File: config.mk
export PLATFORM = sky130hd
export DESIGN_NAME = utf8_byte_stream_decoder_flat
export DESIGN_NICKNAME = d
export VERILOG_FILES = /design/src/rtl/u8d_pkg.sv /design/src/rtl/u8d_byte_if.sv /design/src/rtl/u8d_cp_if.sv /design/src/rtl/u8d_front.sv /design/src/rtl/u8d_queue.sv /design/src/rtl/u8d_back.sv /design/src/rtl/utf8_byte_stream_decoder.sv /design/src/flat_wrapper.sv
export SDC_FILE = /design/constraint.sdc
export NUM_CORES = 1
export LEC_CHECK = 0
export BUFFER_PORTS_ARGS = -buffer_cell sky130_fd_sc_hd__buf_2
export CAP_MARGIN = 25
export CORE_ASPECT_RATIO = 0.9
export CORE_MARGIN = 8
export CORE_UTILIZATION = 44
export CTS_BUF_LIST = sky130_fd_sc_hd__clkbuf_8 sky130_fd_sc_hd__clkbuf_16
export CTS_CLUSTER_DIAMETER = 100
export DETAILED_ROUTE_END_ITERATION = 7
export GPL_ROUTABILITY_DRIVEN = 0
export PLACE_DENSITY = 0.69
export SLEW_MARGIN = 20
export SYNTH_ARGS = -nofsm -noshare
export SYNTH_HDL_FRONTEND = slang
export SYNTH_HIERARCHICAL = 1
export SYNTH_SLANG_ARGS = --single-unit
File: constraint.sdc
create_clock -name clk_i -period 5 [get_ports clk_i]
set_clock_uncertainty 0.05 [all_clocks]
set_input_delay 0.25 -clock clk_i [delete_from_list [all_inputs] [get_ports clk_i]]
set_output_delay 0.25 -clock clk_i [all_outputs]
set_load 0.01 [all_outputs]
File: src/rtl/u8d_pkg.sv
// Package for the UTF-8 byte stream decoder.
// Holds widths, reset constants and the command word passed from front to back.
package u8d_pkg;

  localparam int unsigned CpW          = 21;
  localparam int unsigned ByteW        = 8;
  localparam int unsigned FbCntW       = 3;
  localparam int unsigned ApbDataW     = 32;
  localparam int unsigned ApbAddrW     = 2;
  localparam int unsigned QueueDepthDef = 2;

  localparam logic [CpW-1:0]      FallbackReset = 21'h00FFFD;
  localparam logic [ApbAddrW-1:0] AddrFallback  = 2'd0;

  localparam logic [CpW-1:0] SurrLow  = 21'h00D800;
  localparam logic [CpW-1:0] SurrHigh = 21'h00DFFF;

  // One command per byte that causes results: n_fb fallbacks first,
  // then one decoded value if has_val is set.
  typedef struct packed {
    logic [FbCntW-1:0] n_fb;
    logic              has_val;
    logic [CpW-1:0]    val;
  } cmd_t;

endpackage

File: src/rtl/u8d_byte_if.sv
// Byte input channel of the UTF-8 decoder.
// Depends on u8d_pkg for field widths.
interface u8d_byte_if;
  logic                         valid;
  logic                         ready;
  logic [u8d_pkg::ByteW-1:0]    in_byte;
  logic                         block_end;

  modport source (output valid, output in_byte, output block_end, input ready);
  modport sink   (input valid, input in_byte, input block_end, output ready);
endinterface

File: src/rtl/u8d_cp_if.sv
// Code point output channel of the UTF-8 decoder.
// Depends on u8d_pkg for field widths.
interface u8d_cp_if;
  logic                       valid;
  logic                       ready;
  logic [u8d_pkg::CpW-1:0]    code_point;
  logic                       was_invalid;
  logic                       run_last;

  modport source (output valid, output code_point, output was_invalid,
                  output run_last, input ready);
  modport sink   (input valid, input code_point, input was_invalid,
                  input run_last, output ready);
endinterface

File: src/rtl/u8d_front.sv
// Front end: accepts bytes, tracks the pending sequence, emits commands.
// Depends on u8d_pkg and u8d_byte_if.
module u8d_front (
  input  logic            clk_i,
  input  logic            rst_ni,
  u8d_byte_if.sink        byte_i,
  input  logic            q_full_i,
  output logic            push_o,
  output u8d_pkg::cmd_t   cmd_o
);

  logic [u8d_pkg::CpW-1:0] partial_q, partial_d;
  logic [1:0]              held_q, held_d;
  logic [1:0]              needed_q, needed_d;

  logic [u8d_pkg::ByteW-1:0] b;
  logic                      accept;
  logic                      cont;
  logic [u8d_pkg::CpW-1:0]   shifted;
  logic [u8d_pkg::FbCntW-1:0] base_fb;

  assign byte_i.ready = !q_full_i;
  assign accept       = byte_i.valid && byte_i.ready;
  assign b            = byte_i.in_byte;
  assign cont         = (b[7:6] == 2'b10);
  assign shifted      = {partial_q[u8d_pkg::CpW-7:0], b[5:0]};

  always_comb begin
    partial_d   = partial_q;
    held_d      = held_q;
    needed_d    = needed_q;
    cmd_o.n_fb  = '0;
    cmd_o.has_val = 1'b0;
    cmd_o.val   = '0;
    base_fb     = '0;

    if (held_q != 2'd0 && cont) begin
      if (held_q >= needed_q) begin
        if (needed_q == 2'd2 && shifted >= u8d_pkg::SurrLow &&
            shifted <= u8d_pkg::SurrHigh) begin
          cmd_o.n_fb = 3'd1;
        end else begin
          cmd_o.has_val = 1'b1;
          cmd_o.val     = shifted;
        end
        partial_d = '0;
        held_d    = '0;
        needed_d  = '0;
      end else if (byte_i.block_end) begin
        // Lead, each held continuation and this byte all fall back.
        cmd_o.n_fb = {1'b0, held_q} + 3'd1;
        partial_d  = '0;
        held_d     = '0;
        needed_d   = '0;
      end else begin
        partial_d = shifted;
        held_d    = held_q + 2'd1;
      end
    end else begin
      // An interrupted sequence flushes what it holds, then the byte starts afresh.
      if (held_q != 2'd0) begin
        base_fb = {1'b0, held_q};
      end
      partial_d = '0;
      held_d    = '0;
      needed_d  = '0;
      cmd_o.n_fb = base_fb;
      if (b[7] == 1'b0) begin
        cmd_o.has_val = 1'b1;
        cmd_o.val     = {{(u8d_pkg::CpW-u8d_pkg::ByteW){1'b0}}, b};
      end else if (b >= 8'hC0 && b <= 8'hF7 && !byte_i.block_end) begin
        held_d = 2'd1;
        if (b < 8'hE0) begin
          partial_d = {16'd0, b[4:0]};
          needed_d  = 2'd1;
        end else if (b < 8'hF0) begin
          partial_d = {17'd0, b[3:0]};
          needed_d  = 2'd2;
        end else begin
          partial_d = {18'd0, b[2:0]};
          needed_d  = 2'd3;
        end
      end else begin
        cmd_o.n_fb = base_fb + 3'd1;
      end
    end
  end

  assign push_o = accept && (cmd_o.n_fb != '0 || cmd_o.has_val);

  always_ff @(posedge clk_i or negedge rst_ni) begin
    if (!rst_ni) begin
      partial_q <= '0;
      held_q    <= '0;
      needed_q  <= '0;
    end else if (accept) begin
      partial_q <= partial_d;
      held_q    <= held_d;
      needed_q  <= needed_d;
    end
  end

endmodule

File: src/rtl/u8d_queue.sv
// Short command queue between the front and back ends.
// Depends on u8d_pkg for the command type.
module u8d_queue #(
  parameter int unsigned Depth = u8d_pkg::QueueDepthDef
) (
  input  logic          clk_i,
  input  logic          rst_ni,
  input  logic          push_i,
  input  u8d_pkg::cmd_t cmd_i,
  output logic          full_o,
  input  logic          pop_i,
  output logic          valid_o,
  output u8d_pkg::cmd_t cmd_o
);

  localparam int unsigned PtrW = (Depth > 1) ? $clog2(Depth) : 1;
  localparam int unsigned CntW = $clog2(Depth + 1);
  localparam logic [PtrW-1:0] LastPtr = PtrW'(Depth - 1);

  u8d_pkg::cmd_t   mem_q [Depth];
  logic [PtrW-1:0] wr_q, wr_d, rd_q, rd_d;
  logic [CntW-1:0] cnt_q, cnt_d;

  assign full_o  = (cnt_q == CntW'(Depth));
  assign valid_o = (cnt_q != '0);
  assign cmd_o   = mem_q[rd_q];

  always_comb begin
    wr_d  = wr_q;
    rd_d  = rd_q;
    cnt_d = cnt_q;
    if (push_i) begin
      wr_d = (wr_q == LastPtr) ? '0 : wr_q + 1'b1;
    end
    if (pop_i) begin
      rd_d = (rd_q == LastPtr) ? '0 : rd_q + 1'b1;
    end
    if (push_i && !pop_i) begin
      cnt_d = cnt_q + 1'b1;
    end else if (pop_i && !push_i) begin
      cnt_d = cnt_q - 1'b1;
    end
  end

  always_ff @(posedge clk_i or negedge rst_ni) begin
    if (!rst_ni) begin
      wr_q  <= '0;
      rd_q  <= '0;
      cnt_q <= '0;
    end else begin
      wr_q  <= wr_d;
      rd_q  <= rd_d;
      cnt_q <= cnt_d;
    end
  end

  always_ff @(posedge clk_i) begin
    if (push_i) begin
      mem_q[wr_q] <= cmd_i;
    end
  end

endmodule

File: src/rtl/u8d_back.sv
// Back end: expands commands into code point words, one per cycle unless cp_o stalls.
// Depends on u8d_pkg and u8d_cp_if.
module u8d_back (
  input  logic                    clk_i,
  input  logic                    rst_ni,
  input  logic [u8d_pkg::CpW-1:0] fallback_i,
  input  logic                    q_valid_i,
  input  u8d_pkg::cmd_t           q_cmd_i,
  output logic                    pop_o,
  u8d_cp_if.source                cp_o
);

  logic          act_q, act_d;
  u8d_pkg::cmd_t cur_q, cur_d;
  u8d_pkg::cmd_t cur;
  logic          cur_valid, slot, fire, is_fb, last;

  logic                    ovalid_q, ovalid_d;
  logic [u8d_pkg::CpW-1:0] ocp_q;
  logic                    oinv_q, olast_q;

  // A command still being expanded has priority over the queue head.
  assign cur       = act_q ? cur_q : q_cmd_i;
  assign cur_valid = act_q || q_valid_i;
  assign slot      = !ovalid_q || cp_o.ready;
  assign fire      = slot && cur_valid;
  assign pop_o     = fire && !act_q;
  assign is_fb     = (cur.n_fb != '0);
  assign last      = is_fb ? (cur.n_fb == 3'd1 && !cur.has_val) : 1'b1;

  always_comb begin
    act_d    = act_q;
    cur_d    = cur_q;
    ovalid_d = ovalid_q;
    if (fire) begin
      act_d    = !last;
      cur_d    = cur;
      cur_d.n_fb = is_fb ? cur.n_fb - 3'd1 : '0;
      ovalid_d = 1'b1;
    end else if (cp_o.ready) begin
      ovalid_d = 1'b0;
    end
  end

  always_ff @(posedge clk_i or negedge rst_ni) begin
    if (!rst_ni) begin
      act_q    <= 1'b0;
      ovalid_q <= 1'b0;
    end else begin
      act_q    <= act_d;
      ovalid_q <= ovalid_d;
    end
  end

  always_ff @(posedge clk_i) begin
    cur_q <= cur_d;
    if (fire) begin
      ocp_q   <= is_fb ? fallback_i : cur.val;
      oinv_q  <= is_fb;
      olast_q <= last;
    end
  end

  assign cp_o.valid       = ovalid_q;
  assign cp_o.code_point  = ocp_q;
  assign cp_o.was_invalid = oinv_q;
  assign cp_o.run_last    = olast_q;

endmodule

File: src/rtl/utf8_byte_stream_decoder.sv
// UTF-8 byte stream decoder: top level with the APB register and the three stages.
// Depends on u8d_pkg, u8d_byte_if, u8d_cp_if, u8d_front, u8d_queue and u8d_back.
//
// Usage: raw bytes enter on byte_i (valid/ready, in_byte, block_end marks the
// last byte of a block). Decoded code points leave on cp_o, each word carrying
// code_point, was_invalid and run_last (set on the last word a byte causes).
// The fallback code point sits in the only register, at APB byte address 0.
// Throughput is one byte per cycle and one output word per cycle. A byte that
// causes several words (up to four, when a sequence is broken off) holds the
// output until they are all sent, while the front keeps taking bytes until the
// command queue of QueueDepth entries fills. With the queue empty, the command
// of an accepted byte is written into the queue at the accepting edge and then
// moves into the output register, from which its first word shows on cp_o.
// Bytes that only extend a pending sequence produce no word. When cp_o stalls,
// the output register holds its word, the back end stops, and byte_i.ready
// falls once the queue is full.
// Reset clears the pending sequence, empties the queue and output, and sets the
// fallback to U+FFFD.
module utf8_byte_stream_decoder #(
  parameter int unsigned QueueDepth = u8d_pkg::QueueDepthDef
) (
  input  logic                          clk_i,
  input  logic                          rst_ni,
  input  logic                          psel,
  input  logic                          penable,
  input  logic                          pwrite,
  input  logic [u8d_pkg::ApbAddrW-1:0]  paddr,
  input  logic [u8d_pkg::ApbDataW-1:0]  pwdata,
  output logic [u8d_pkg::ApbDataW-1:0]  prdata,
  output logic                          pready,
  u8d_byte_if.sink                      byte_i,
  u8d_cp_if.source                      cp_o
);

  logic [u8d_pkg::CpW-1:0] fallback_q;
  logic                    push, full, pop, q_valid;
  u8d_pkg::cmd_t           push_cmd, head_cmd;

  assign pready = 1'b1;
  assign prdata = (paddr == u8d_pkg::AddrFallback) ?
                  {{(u8d_pkg::ApbDataW-u8d_pkg::CpW){1'b0}}, fallback_q} : '0;

  always_ff @(posedge clk_i or negedge rst_ni) begin
    if (!rst_ni) begin
      fallback_q <= u8d_pkg::FallbackReset;
    end else if (psel && penable && pwrite && paddr == u8d_pkg::AddrFallback) begin
      fallback_q <= pwdata[u8d_pkg::CpW-1:0];
    end
  end

  u8d_front u_front (
    .clk_i    (clk_i),
    .rst_ni   (rst_ni),
    .byte_i   (byte_i),
    .q_full_i (full),
    .push_o   (push),
    .cmd_o    (push_cmd)
  );

  u8d_queue #(
    .Depth (QueueDepth)
  ) u_queue (
    .clk_i   (clk_i),
    .rst_ni  (rst_ni),
    .push_i  (push),
    .cmd_i   (push_cmd),
    .full_o  (full),
    .pop_i   (pop),
    .valid_o (q_valid),
    .cmd_o   (head_cmd)
  );

  u8d_back u_back (
    .clk_i      (clk_i),
    .rst_ni     (rst_ni),
    .fallback_i (fallback_q),
    .q_valid_i  (q_valid),
    .q_cmd_i    (head_cmd),
    .pop_o      (pop),
    .cp_o       (cp_o)
  );

endmodule

File: src/flat_wrapper.sv
// flat-port wrapper written by rule: the top's interface ports become plain ports
module utf8_byte_stream_decoder_flat 
#(
  parameter int unsigned QueueDepth = u8d_pkg::QueueDepthDef
)
  (clk_i, rst_ni, psel, penable, pwrite, paddr, pwdata, prdata, pready, byte_i_valid, byte_i_in_byte, byte_i_block_end, byte_i_ready, cp_o_valid, cp_o_code_point, cp_o_was_invalid, cp_o_run_last, cp_o_ready);
  u8d_byte_if byte_i_i ();
  u8d_cp_if cp_o_i ();
  input  logic clk_i;
  input  logic rst_ni;
  input  logic psel;
  input  logic penable;
  input  logic pwrite;
  input  logic [u8d_pkg::ApbAddrW-1:0] paddr;
  input  logic [u8d_pkg::ApbDataW-1:0] pwdata;
  output logic [u8d_pkg::ApbDataW-1:0] prdata;
  output logic pready;
  input wire logic [$bits(byte_i_i.valid)-1:0] byte_i_valid;
  input wire logic [$bits(byte_i_i.in_byte)-1:0] byte_i_in_byte;
  input wire logic [$bits(byte_i_i.block_end)-1:0] byte_i_block_end;
  output wire logic [$bits(byte_i_i.ready)-1:0] byte_i_ready;
  output wire logic [$bits(cp_o_i.valid)-1:0] cp_o_valid;
  output wire logic [$bits(cp_o_i.code_point)-1:0] cp_o_code_point;
  output wire logic [$bits(cp_o_i.was_invalid)-1:0] cp_o_was_invalid;
  output wire logic [$bits(cp_o_i.run_last)-1:0] cp_o_run_last;
  input wire logic [$bits(cp_o_i.ready)-1:0] cp_o_ready;
  assign byte_i_i.valid = byte_i_valid;
  assign byte_i_i.in_byte = byte_i_in_byte;
  assign byte_i_i.block_end = byte_i_block_end;
  assign byte_i_ready = byte_i_i.ready;
  assign cp_o_valid = cp_o_i.valid;
  assign cp_o_code_point = cp_o_i.code_point;
  assign cp_o_was_invalid = cp_o_i.was_invalid;
  assign cp_o_run_last = cp_o_i.run_last;
  assign cp_o_i.ready = cp_o_ready;
  utf8_byte_stream_decoder #(.QueueDepth(QueueDepth)) u_core (.clk_i(clk_i), .rst_ni(rst_ni), .psel(psel), .penable(penable), .pwrite(pwrite), .paddr(paddr), .pwdata(pwdata), .prdata(prdata), .pready(pready), .byte_i(byte_i_i), .cp_o(cp_o_i));
endmodule
Word level (Yosys, flattened, before mapping)

Memory sizes are Yosys's and may differ from the RTL's.
Cells that the tools add are included.

Register bits after elaboration: 94
Bits in writable memories: 50
Output and inout bits: 58
Word-level logic and storage cells: 112
Memories: 1

Add/subtract/negate cells: 8
Order comparisons: 7
Eq/ne operators: 5
Mux-type cells: 42
Reduce and logical (&&, ||, !) cells: 34

Memory list:

| name                 | depth | bits a word | read ports | clocked after memory_dff | write ports | RTL line        | text |
|---|---|---|---|---|---|---|---|
| u_core.u_queue.mem_q | 2     | 25          | 1          | 0                        | 1           | u8d_queue.sv:20 | `u8d_pkg::cmd_t mem_q [Depth];` |

Operators with widths:

| cell                                                                | number |
|---|---|
| two-way mux 22 bit                                                  | 3 |
| two-way mux 25 bit                                                  | 2 |
| two-way mux 15 bit                                                  | 3 |
| two-way mux 21 bit                                                  | 2 |
| two-way mux 2 bit                                                   | 12 |
| greater-or-equal comparator 21 x 16 -> 1 bit, second input constant | 1 |
| <= comparator 21 x 16 -> 1 bit, second input constant               | 1 |
| < comparator 8 bit, second input constant                           | 2 |
| logical AND 1 bit                                                   | 15 |
| two-way mux 3 bit                                                   | 5 |
| two-way mux 5 bit                                                   | 3 |
| two-way mux 1 bit                                                   | 11 |
| greater-or-equal comparator 8 bit, second input constant            | 1 |
| <= comparator 8 bit, second input constant                          | 1 |
| zero test 1 bit                                                     | 8 |
| nonzero test 2 bit                                                  | 4 |
| equality test 2 bit, second input constant                          | 3 |
| nonzero test 3 bit                                                  | 2 |
| adder 2 x 1 -> 2 bit, second input constant                         | 2 |
| two-way mux 4 bit                                                   | 1 |
| adder 2 x 1 -> 3 bit, second input constant                         | 1 |
| adder 3 x 1 -> 3 bit, second input constant                         | 1 |
| equality test 3 x 1 -> 1 bit, second input constant                 | 1 |
| logical OR 1 bit                                                    | 3 |
| other kinds (7)                                                     | 8 |

Logic depth before layout (Yosys ltp)

Gate-level depths: netlist of run 1.

Depth in word-level cells: 14
Gate-level depth with buffers: 11

Hierarchy

Netlist of run 1, hierarchy kept.

By module, submodules not included:

| module                   | instances | cells an instance | area an instance (sq um) | sequential area each (sq um) |
|---|---|---|---|---|
| u8d_back                 | 1         | 122               | 2333.5                   | 1491.4 |
| u8d_queue                | 1         | 94                | 2094.5                   | 1601.5 |
| u8d_front                | 1         | 139               | 1217.4                   | 475.5 |
| utf8_byte_stream_decoder | 1         | 83                | 1151.1                   | 544.3 |

Worst setup path after synthesis of run 1

No wires, ideal clock.

Kind: reg-to-reg
Start point: reg u_core.u_front.held_q[0]
End point: mem u_core/u_queue/mem_q[0][0] (netlist bit), enable pin
Arrival: 3112 ps
Data required time: 4540 ps
Path slack: 1428 ps
Cell stages (with the launch flop): 9
Path through: dfrtp_1 -> inv_1 -> ha_1 -> nand2b_1 -> a21oi_1 -> a21oi_1 -> or2_2 -> a31oi_1 -> nor2b_1

Word-level cells in the longest chain between the ends: 12
Elaborated cells between the ends (all ways): 18

RTL lines:

| what                                        | RTL line                         | text |
|---|---|---|
| from (decl)                                 | u8d_front.sv:13                  | `logic [1:0] held_q, held_d;` |
| from (signal assigned)                      | u8d_front.sv:98                  | `held_q <= held_d;` |
| nonzero test 2 bit                          | u8d_front.sv:37, u8d_front.sv:61 |  |
| two-way mux 2 bit                           | u8d_front.sv:61                  | `if (held_q != 2'd0) begin` |
| two-way mux 3 bit                           | u8d_front.sv:37                  | `if (held_q != 2'd0 && cont) begin` |
| adder 3 x 1 -> 3 bit                        | u8d_front.sv:84                  | `cmd_o.n_fb = base_fb + 3'd1;` |
| two-way mux 3 bit                           | u8d_front.sv:71                  | `end else if (b >= 8'hC0 && b <= 8'hF7 && !byte_i.block_end) begin` |
| two-way mux 3 bit                           | u8d_front.sv:68                  | `if (b[7] == 1'b0) begin` |
| two-way mux 25 bit (*)                      | u8d_front.sv:37                  |  |
| nonzero test 3 bit                          | u8d_front.sv:89                  | `assign push_o = accept && (cmd_o.n_fb != '0 \|\| cmd_o.has_val);` |
| logical OR 1 bit (*)                        | u8d_front.sv:89                  |  |
| logical AND 1 bit (*)                       | u8d_front.sv:89                  |  |
| net u_core.push                             | utf8_byte_stream_decoder.sv:36   | `logic push, full, pop, q_valid;` |
| two-way mux 1 bit (*)                       | u8d_queue.sv:58                  | `if (push_i) begin` |
| two-way mux 1 bit (not written as such) (*) | u8d_queue.sv:59                  | `mem_q[wr_q] <= cmd_i;` |
| to (decl)                                   | u8d_queue.sv:20                  |  |

Mark *: on every way through the listed nets, which the timed path passes. The rest lies on a longest branch. The select of a mux whose other input is x is not followed.

Final worst setup path of run 1

Start point: reg u_core.u_front.held_q[0]
End point: mem u_core/u_queue/mem_q[1][9] (netlist bit), enable pin

The elaborated chain is that of the path after synthesis.

==> results of run 1 <==
[timing repair]
item                                   in CTS  in global routing
hold buffers                               16                  0
endpoints found under the hold margin      46                  0
setup endpoints to repair                   0                  0
setup buffers                               0                  0
[power by group]
part | internal, uW | switching [uW] | leakage (uW) | total (uW)
Clock | 874 | 460 | 0.000320 | 1330
Combinational | 694 | 610 | 0.00160 | 1300
Sequential | 1730 | 136 | 0.00151 | 1870
[per-stage QoR]
stage / power [uW] / cell area [sq um] / hold WS (ns) / setup slack (ns)
after global placement: 3156 / 7268 / 0.3451 / 1.519
after detailed placement: 3202 / 7269 / 0.3595 / 1.804
final: 4505 / 8058 / 0.02949 / 1.801
after global routing: 4741 / 8058 / 0.001033 / 1.619
after floorplan: 2946 / 6834 / -0.09559 / 1.428
after CTS: 4577 / 8058 / 0.001975 / 1.772
[area by class of cell]
type                    instances  area [sq um]
clock buffers                  17         425.4
clock inverters                15         202.7
fillers                      1265          7222
inverters                      10         37.54
multi-input cells             264          2409
flip-flops and latches        144          4113
well taps                     202         252.7
repair buffers                105         618.1
[Yosys cell counts (all sizes together), types with 3 or more instances]
cell,number
ha,8
o21ai,17
mux2,89
mux2i,4
clkbuf,7
dfstp,15
nand2b,3
dfrtp,31
a31oi,3
nor2,11
nor2b,4
nand2,29
xor2,4
edfxtp,98
and2,43
a21oi,8
nand3,3
buf,23
inv,10
a22o,4
or2,4
[worst max-delay path, stage by stage (launching register included)]
cell and delay (ns):
dfrtp_1 0.41, inv_1 0.14, ha_1 0.24, nand2b_1 0.14, a21oi_1 0.38, a21oi_1 0.19
or2_2 0.33, a31oi_1 0.30, and2_2 0.63
[flip-flops by register name (all words and copies together) (netlist names), 2 cells and up]
signal and flops:
u_core/u_back/cp_o.code_point 21, u_core/u_queue/cnt_q 2, u_core/u_front/needed_q 2, u_core/u_back/cur_q 25, u_core/u_front/held_q 2, u_core/u_front/partial_q 15
u_core/fallback_q 21, u_core/u_queue/mem_q 50
[path summary, 6_finish.rpt]
check / from / to / slack [ns]
min in group asynchronous: rst_ni / u_core/fallback_q[1] / 0.43
worst max-delay path: u_core/u_front/held_q[0] / u_core/u_queue/mem_q[1][9] / 1.80
worst min register to register: u_core/u_queue/cnt_q[1] / u_core/u_queue/cnt_q[1] / 0.43
worst max register to register: u_core/u_front/held_q[0] / u_core/u_queue/mem_q[1][9] / 1.80
worst min-delay path: pwdata[8] / u_core/fallback_q[8] / 0.03
max in group asynchronous: rst_ni / u_core/u_back/act_q / 4.04
[routing by layer]
metal | global-route usage | share of wire | vias to the layer above
met5 | 0 | 0 | -
met4 | 0.04754 | 0.014 | 0
met3 | 0.05488 | 0.069 | 13
met2 | 0.2097 | 0.45 | 100
met1 | 0.1646 | 0.46 | 1833
li1 | - | - | 1776
[logic make-up (layout without fill, tap and decap cells)]
logic type      count (synthesis)  in the layout  synth area share
mux                            93             93            0.1944
fa+ha+maj                       8              8           0.01473
simple gates                  106            106           0.09002
compound gates                 40             40           0.04142
flops                         144            144            0.6051
xor+xnor                        5              5          0.006443
other cells                     2             12          0.001105
buf+inv                        40            147           0.04676
==> impl_metrics.py, run 1 <==
metrics = {
    "outcome": {
        "status": "finished, final reports clean",
    },
    "power_and_ir_drop": {
        "ir_drop_v": 0.0002800,
        "power.density_nw_per_um2": 559.1,
        "leakage_uw": 0.003427,
    },
    "cts": {
        "cts_max_path_buffers": 2,
        "cts_buffers": 17,
        "cts_tree": "yes",
        "cts_htree_levels": 4,
        "clk_pin_slew_ns": 0.06,
        "clock_latency_ns": 0.42,
        "root_buffer": "clkbuf_16",
        "cts_resized": 0,
        "cts_sinks": 144,
    },
    "worst_setup_path": {
        "crit_fanout": 25,
        "critPathKind": "flop to flop",
        "r2r_cells": 8,
        "cp-start-kind": "flop",
        "cp.required_ns": 4.99,
        "cp-end-kind": "flop",
        "cp.arrival_ns": 3.19,
    },
    "sta": {
        "setup_viol": 0,
        "drv_slew": 0,
        "tns_ns": 0,
        "fmax_mhz": 312.6,
        "tightest_slew_ns": 0.8880,
        "rsz0062_at_grt": "false",
        "fin_crit_sh": 0.6399,
        "finalCriticalPeriod_ns": 3.199,
        "slew-limit-headroom": 0.4068,
        "hold_viol": 0,
    },
    "grt": {
        "track_usage": 0.1341,
        "grt_pass1_wl_mm": 20.64,
        "grt_max_degree": 49,
        "grt_pass1_vias": 3931,
        "antenna_found_initial": 0,
        "overflow": 0,
    },
    "finish": {
        "finalNonFillerCells": 757,
        "nNetsFinal": 600,
        "syn_to_final_growth_pct": 18.56,
        "final_util": 0.5274,
        "diodes": 0,
        "layout_commonest_cell": "edfxtp_1",
        "drive_gt1_frac": 0.4360,
        "final_cell_mix": "edfxtp_1, buf_2, mux2_4, and2_1, dfrtp_1",
    },
    "floorplan": {
        "initial_utilization": 0.4448,
        "core-area_sq_um": 15280,
        "die_area_sq_um": 19680,
        "pin_count": 108,
        "rows": 43,
        "die_height_um": 133.9,
        "die_x_um": 147.0,
    },
    "synth": {
        "syn-mean-instance-area_sq_um": 15.52,
        "ys.flop_type": "edfxtp_1",
        "async_flop_share": 0.3194,
        "netlist-cell-type-count": 52,
        "yosys_warnings": 6,
        "synth_cells": 438,
        "yosys-top-cells-area": "edfxtp_1, mux2_4, dfrtp_1",
        "seq_area_frac_synth": 0.6051,
        "yosysTopAreaCell": "edfxtp_1",
        "synth_seq_cells": 144,
        "synth_top_area_share": 0.4330,
        "synth-edff-count": 98,
        "synth_area_sq_um": 6797,
    },
    "placement": {
        "io_buffers": 84,
        "dp.cells": 709,
        "hpwl_mm": 8.331,
    },
    "route": {
        "finalWirelength_mm": 12.54,
        "first_iter_violations": 136,
        "drc": 0,
        "vias": 3722,
        "wl_per_cell_um": 16.57,
        "via_per_inst": 4.917,
        "dr.pass1.iters": 4,
        "final_antenna_net_count": 0,
    },
    "worst_hold_path": {
        "hold-path-cell-count": 2,
        "hold_class": "primary input to flop",
    },
    "job": {
        "maxCapViolCount": 0,
    },
}
No activity file was read; power rests on OpenSTA's default activity.
==> inputs of run 2 (changes only) <==
--- a/config.mk
+++ b/config.mk
@@ -14,7 +14,7 @@
 export CTS_CLUSTER_DIAMETER = 100
 export DETAILED_ROUTE_END_ITERATION = 7
 export GPL_ROUTABILITY_DRIVEN = 0
-export PLACE_DENSITY = 0.69
+export PLACE_DENSITY = 0.71
 export SLEW_MARGIN = 20
 export SYNTH_ARGS = -nofsm -noshare
 export SYNTH_HDL_FRONTEND = slang
==> constraint.sdc (replaced) <==
create_clock -name clk_i -period 2.6 [get_ports clk_i]
set_clock_uncertainty 0.05 [all_clocks]
set_input_delay 0.13 -clock clk_i [delete_from_list [all_inputs] [get_ports clk_i]]
set_output_delay 0.13 -clock clk_i [all_outputs]
set_load 0.01 [all_outputs]
==> impl_metrics.py, run 2 (synthesis gave the netlist of run 1 again) <==
metrics = {
    "worst_setup_path": {
        "cpMostUsedCell": "a21oi_4",
        "r2r_slack_ns": 0.06,
        "cp-start-kind": "flop",
        "cp.required_ns": 2.68,
        "path_buf_inv": 2,
        "slowest_stage": "dfrtp_1",
        "critPathKind": "flop to flop",
        "cpPeakStageDelay_ns": 0.42,
        "timing.rr.end": "u_core/u_queue/mem_q[0][9]",
        "r2r_cells": 9,
        "timing.rr.start": "u_core/u_front/held_q[0]",
        "critical-path-top-delay-family": "simple AND/OR/NAND/NOR gates",
        "crit_fanout": 6,
        "cp-end-kind": "flop",
        "critPathLaunch": "u_core/u_front/held_q[0]",
        "cp.arrival_ns": 2.62,
        "path_cells": "inv_2 > ha_4 > nand2b_4 > a21oi_4 > a21oi_4 > or2_4 > a31oi_4 > nor2b_4 > clkbuf_16",
    },
    "cts": {
        "cts_tree": "yes",
        "cts_buffers": 17,
        "cts_htree_levels": 4,
        "cts_max_path_buffers": 2,
        "root_buffer": "clkbuf_16",
        "clock_latency_ns": 0.42,
        "clk_pin_slew_ns": 0.06,
        "cts_sinks": 144,
    },
    "route": {
        "via_per_inst": 4.897,
        "wl_per_cell_um": 16.34,
        "first_iter_violations": 207,
        "dr.pass1.iters": 4,
        "drc": 0,
        "vias": 3849,
        "final_antenna_net_count": 0,
        "finalWirelength_mm": 12.84,
    },
    "sta": {
        "finalCriticalPeriod_ns": 2.542,
        "fin_crit_sh": 0.9777,
        "hold_viol": 0,
        "drv_slew": 0,
        "fmax_mhz": 393.4,
        "setup_viol": 0,
        "tightest_slew_ns": 0.6999,
        "slew-limit-headroom": 0.5334,
    },
    "finish": {
        "num-fill-cells": 1195,
        "final_cell_mix": "edfxtp_1, buf_2, mux2_4, and2_1, dfrtp_1",
        "layout_commonest_cell": "edfxtp_1",
        "diodes": 0,
        "drive_gt1_frac": 0.4675,
        "top_register": "u_core/u_queue/mem_q",
        "largestRegisters": "u_core/u_queue/mem_q: 50 flops, u_core/u_back/cur_q: 25 flops",
        "syn_to_final_growth_pct": 24.96,
        "largest_register_ff_count": 50,
        "stdcell_area_sq_um": 8493,
        "nNetsFinal": 629,
    },
    "grt": {
        "overflow": 0,
        "grt_pass1_vias": 4091,
        "track_usage": 0.1322,
        "grt_pass1_wl_mm": 20.71,
        "antenna_found_initial": 0,
        "grt_max_degree": 49,
    },
    "floorplan": {
        "die_area_sq_um": 19680,
        "rows": 43,
        "initial_utilization": 0.4448,
        "core-area_sq_um": 15280,
        "pin_count": 108,
        "die_height_um": 133.9,
        "die_x_um": 147.0,
    },
    "power_and_ir_drop": {
        "leakage_uw": 0.003601,
        "ir_drop_v": 0.0004742,
        "power.density_nw_per_um2": 1050,
        "p_total_uw": 8920,
    },
    "worst_hold_path": {
        "hold_class": "primary input to flop",
        "hold-path-cell-count": 3,
        "holdPathEnd": "u_core/u_front/partial_q[3]",
        "hold_path_startpoint": "byte_i_in_byte[3]",
    },
    "placement": {
        "hpwl_mm": 8.378,
        "placed_cell_area_sq_um": 7396,
        "io_buffers": 84,
    },
    "job": {
        "maxCapViolCount": 0,
    },
    "outcome": {
        "status": "finished, final reports clean",
    },
}
## run 2: cell count changes in the layout (fill, tap and decap cells not counted), moves of 2 or more
cell | previous run | this run
clkbuf_16 | 17 | 21
dlygate4sd3_1 | 16 | 28
a21oi_1 | 7 | 5
buf_12 | 0 | 2
ha_2 | 0 | 2
ha_1 | 8 | 5
buf_4 | 5 | 17
or2_4 | 1 | 3
inv_1 | 13 | 11
a21oi_4 | 0 | 2
## run 2: area by class of cell
| type | count | area, sq um | share of cell area |
|---|---|---|---|
| flip-flops and latches | 144 | 4113 | 0.4842 |
| clock buffers | 19 | 464.2 | 0.05466 |
| repair buffers | 134 | 949.7 | 0.1118 |
| clock inverters | 13 | 166.4 | 0.01959 |
| inverters | 10 | 37.54 | 0.004420 |
| well taps | 202 | 252.7 | 0.02976 |
| multi-input cells | 264 | 2510 | 0.2955 |
## run 2: metal layers
metal | share of wire | global-route usage | vias to the layer above | routed length [um]
met2 | 0.46 | 0.2003 | 126 | 5856
met5 | 0 | 0 | - | 0
met1 | 0.45 | 0.1658 | 1892 | 5794
met3 | 0.079 | 0.05253 | 10 | 1010
li1 | - | - | 1821 | -
met4 | 0.014 | 0.05490 | 0 | 181
## run 2: worst max-delay path by stage
stage                                             to  slack, ns  depth (start not counted)
after floorplan           u_core/u_queue/mem_q[0][0]     0.0002                          7
after global placement    u_core/u_queue/mem_q[0][8]       0.13                          9
after detailed placement  u_core/u_queue/mem_q[0][8]       0.05                          9
after CTS                 u_core/u_queue/mem_q[0][6]       0.04                          9
after global routing         u_core/u_queue/cnt_q[1]      -0.04                         12
final                     u_core/u_queue/mem_q[0][9]       0.06                          9
## run 2: per-stage QoR
stage	hold WS (ns)	setup TNS [ns]	instances	setup slack, ns	utilization
after floorplan	-0.2156	0	448	0.0002096	-
after global placement	0.3026	0	717	0.1283	0.4836
after detailed placement	0.3134	0	717	0.05439	0.4840
after CTS	0.01221	0	777	0.03878	0.5436
after global routing	0.02847	-0.6336	786	-0.03818	0.5558
final	0.04143	0	786	0.05792	0.5558
## run 2: worst register-to-register path, delay by kind of cell (launching register included)
family / cells / cell delay (ns)
buffers and inverters: 2 / 0.34
DFF: 1 / 0.42
and+or+nand+nor: 3 / 0.71
AOI/OAI and AO/OA: 3 / 0.53
adders and majority gates: 1 / 0.21
## run 2: timing repair
item | in CTS | in global routing
setup buffers | 0 | 5
endpoints found under the setup margin | 0 | 51
resized for setup | 0 | 14
hold buffers | 28 | 0
endpoints found under the hold margin | 60 | 0
## run 2: power breakdown
part / switching, uW / leakage [uW] / internal, uW
clock network: 870 / 0.000320 / 1670
logic: 1250 / 0.00177 / 1550
registers: 256 / 0.00151 / 3330
==> inputs of run 3 (changes only) <==
--- a/config.mk
+++ b/config.mk
@@ -7,14 +7,13 @@
 export LEC_CHECK = 0
 export BUFFER_PORTS_ARGS = -buffer_cell sky130_fd_sc_hd__buf_2
 export CAP_MARGIN = 25
-export CORE_ASPECT_RATIO = 0.9
 export CORE_MARGIN = 8
 export CORE_UTILIZATION = 44
 export CTS_BUF_LIST = sky130_fd_sc_hd__clkbuf_8 sky130_fd_sc_hd__clkbuf_16
 export CTS_CLUSTER_DIAMETER = 100
 export DETAILED_ROUTE_END_ITERATION = 7
 export GPL_ROUTABILITY_DRIVEN = 0
-export PLACE_DENSITY = 0.71
+export PLACE_DENSITY = 0.67
 export SLEW_MARGIN = 20
 export SYNTH_ARGS = -nofsm -noshare
 export SYNTH_HDL_FRONTEND = slang
==> impl_metrics.py, run 3 (synthesis gave the netlist of run 1 again) <==
metrics = {
    "finish": {
        "num-fill-cells": 1205,
        "layout_commonest_cell": "edfxtp_1",
        "final_cell_mix": "edfxtp_1, buf_2, mux2_4, and2_1, dfrtp_1",
        "largestRegisters": "u_core/u_queue/mem_q: 50 flops, u_core/u_back/cur_q: 25 flops",
        "top_register": "u_core/u_queue/mem_q",
        "nNetsFinal": 627,
        "syn_to_final_growth_pct": 23.31,
        "drive_gt1_frac": 0.4622,
        "diodes": 0,
        "largest_register_ff_count": 50,
    },
    "floorplan": {
        "die_height_um": 140.3,
        "rows": 45,
        "core-area_sq_um": 15150,
        "initial_utilization": 0.4487,
        "die_x_um": 140.3,
        "pin_count": 108,
        "die_area_sq_um": 19680,
    },
    "worst_setup_path": {
        "timing.rr.end": "u_core/u_queue/mem_q[0][24]",
        "cp.arrival_ns": 2.58,
        "crit_cells": 10,
        "critical-path-top-delay-family": "compound AO/OA/AOI/OAI gates",
        "crit_fanout": 6,
        "path_cells": "inv_2 > ha_4 > nand2b_4 > a21oi_4 > buf_4 > o31ai_4 > o21ba_4 > a31oi_4 > nor2b_4 > clkbuf_16",
        "cpPeakStageDelay_ns": 0.38,
        "cp.required_ns": 2.68,
        "r2r_slack_ns": 0.09,
        "timing.rr.start": "u_core/u_front/held_q[0]",
        "r2r_cells": 10,
        "slowest_stage": "dfrtp_1",
        "critPathKind": "flop to flop",
        "cp-start-kind": "flop",
        "critPathLaunch": "u_core/u_front/held_q[0]",
        "worstSetupEndpoint": "u_core/u_queue/mem_q[0][24]",
        "path_buf_inv": 3,
        "cp-end-kind": "flop",
    },
    "power_and_ir_drop": {
        "p_sw_uw": 2387,
        "power.density_nw_per_um2": 1041,
        "p_seq_frac": 0.411,
        "ir_drop_v": 0.0005487,
        "leakage_uw": 0.003565,
        "internal_power_uw": 6335,
        "swShare": 0.2737,
        "p_comb_frac": 0.319,
        "p_clk_frac": 0.270,
    },
    "grt": {
        "grt_max_degree": 42,
        "track_usage": 0.1336,
        "overflow": 0,
        "grt_pass1_wl_mm": 20.89,
        "antenna_found_initial": 0,
        "grt_pass1_vias": 4103,
    },
    "route": {
        "dr.pass1.iters": 4,
        "via_per_inst": 4.999,
        "final_antenna_net_count": 0,
        "finalWirelength_mm": 13.04,
        "vias": 3849,
        "first_iter_violations": 174,
        "drc": 0,
        "wl_per_cell_um": 16.93,
    },
    "cts": {
        "cts_tree": "yes",
        "clk_pin_slew_ns": 0.06,
        "cts_buffers": 17,
        "cts_max_path_buffers": 2,
        "cts_htree_levels": 4,
        "clock_latency_ns": 0.41,
        "root_buffer": "clkbuf_16",
        "cts_sinks": 144,
    },
    "sta": {
        "slew-limit-headroom": 0.6130,
        "fmax_mhz": 399.2,
        "timing.hold.ws_ns": 0.02413,
        "setup_viol": 0,
        "tns_ns": 0,
        "hold_viol": 0,
        "finalCriticalPeriod_ns": 2.505,
        "drv_slew": 0,
        "tightest_slew_ns": 0.5805,
        "fin_crit_sh": 0.9635,
    },
    "worst_hold_path": {
        "hold_class": "primary input to flop",
        "hold_path_startpoint": "cp_o_ready",
    },
    "outcome": {
        "status": "finished, final reports clean",
    },
    "placement": {
        "io_buffers": 84,
        "hpwl_mm": 8.772,
    },
    "job": {
        "maxCapViolCount": 0,
    },
}
run 3: worst min-delay path by stage:
stage          cells past startpoint  slack (ns)                           to
2_1_floorplan                      0       -0.22        u_core/fallback_q[16]
3_3_place_gp                       1        0.30         u_core/fallback_q[1]
3_5_place_dp                       2        0.32        u_core/fallback_q[13]
4_1_cts                            2       0.003  u_core/u_front/partial_q[4]
5_1_grt                            2        0.02  u_core/u_front/partial_q[4]
6_report                           3        0.02     u_core/u_back/cp_o.valid
run 3: area by class of cell:
type	instances	area, sq um	share of cell area
Clock buffer	19	464.2	0.05539
Clock inverter	13	120.1	0.01433
Inverter	10	37.54	0.004479
Multi-Input combinational cell	264	2482	0.2962
Sequential cell	144	4113	0.4907
Tap cell	188	235.2	0.02807
Timing Repair Buffer	132	928.4	0.1108
run 3: power by group through the flow:
| stage | logic (uW) | registers (uW) | clock network, uW |
|---|---|---|---|
| global route | 3020 | 3640 | 2510 |
| detailed placement | 2680 | 3630 | 0 |
| floorplan | 2060 | 3630 | 0 |
| global placement | 2620 | 3600 | 0 |
| CTS | 2730 | 3590 | 2410 |
| finish | 2790 | 3580 | 2350 |
run 3: stage by stage:
step / cell area (sq um) / util / total power (uW) / setup WS (ns) / cells
finish: 8381 / 0.5533 / 8722 / 0.09493 / 770
global route: 8381 / 0.5533 / 9173 / -0.007008 / 770
CTS: 8269 / 0.5460 / 8731 / 0.02656 / 763
detailed placement: 7425 / 0.4902 / 6306 / 0.05286 / 705
global placement: 7425 / 0.4902 / 6216 / 0.09250 / 705
floorplan: 6873 / - / 5691 / 0.0002096 / 448
run 3: per-layer routing:
layer | up-vias | GRT usage | part of all wire
li1 | 1825 | - | -
met1 | 1896 | 0.1692 | 0.45
met2 | 119 | 0.2102 | 0.48
met3 | 9 | 0.04213 | 0.065
met4 | 0 | 0.05029 | 0.011
met5 | - | 0 | 0
run 3: repair_timing:
item,CTS,global route
resized for setup,0,9
hold endpoints to repair,60,0
setup buffers,0,6
endpoints found under the setup margin,0,51
hold buffers,26,0
run 3: worst register-to-register path: stages (launching register included):
cell and delay (ns):
dfrtp_1 0.38, inv_2 0.08, ha_4 0.26, nand2b_4 0.12
a21oi_4 0.06, buf_4 0.14, o31ai_4 0.24, o21ba_4 0.19
a31oi_4 0.19, nor2b_4 0.30, clkbuf_16 0.20
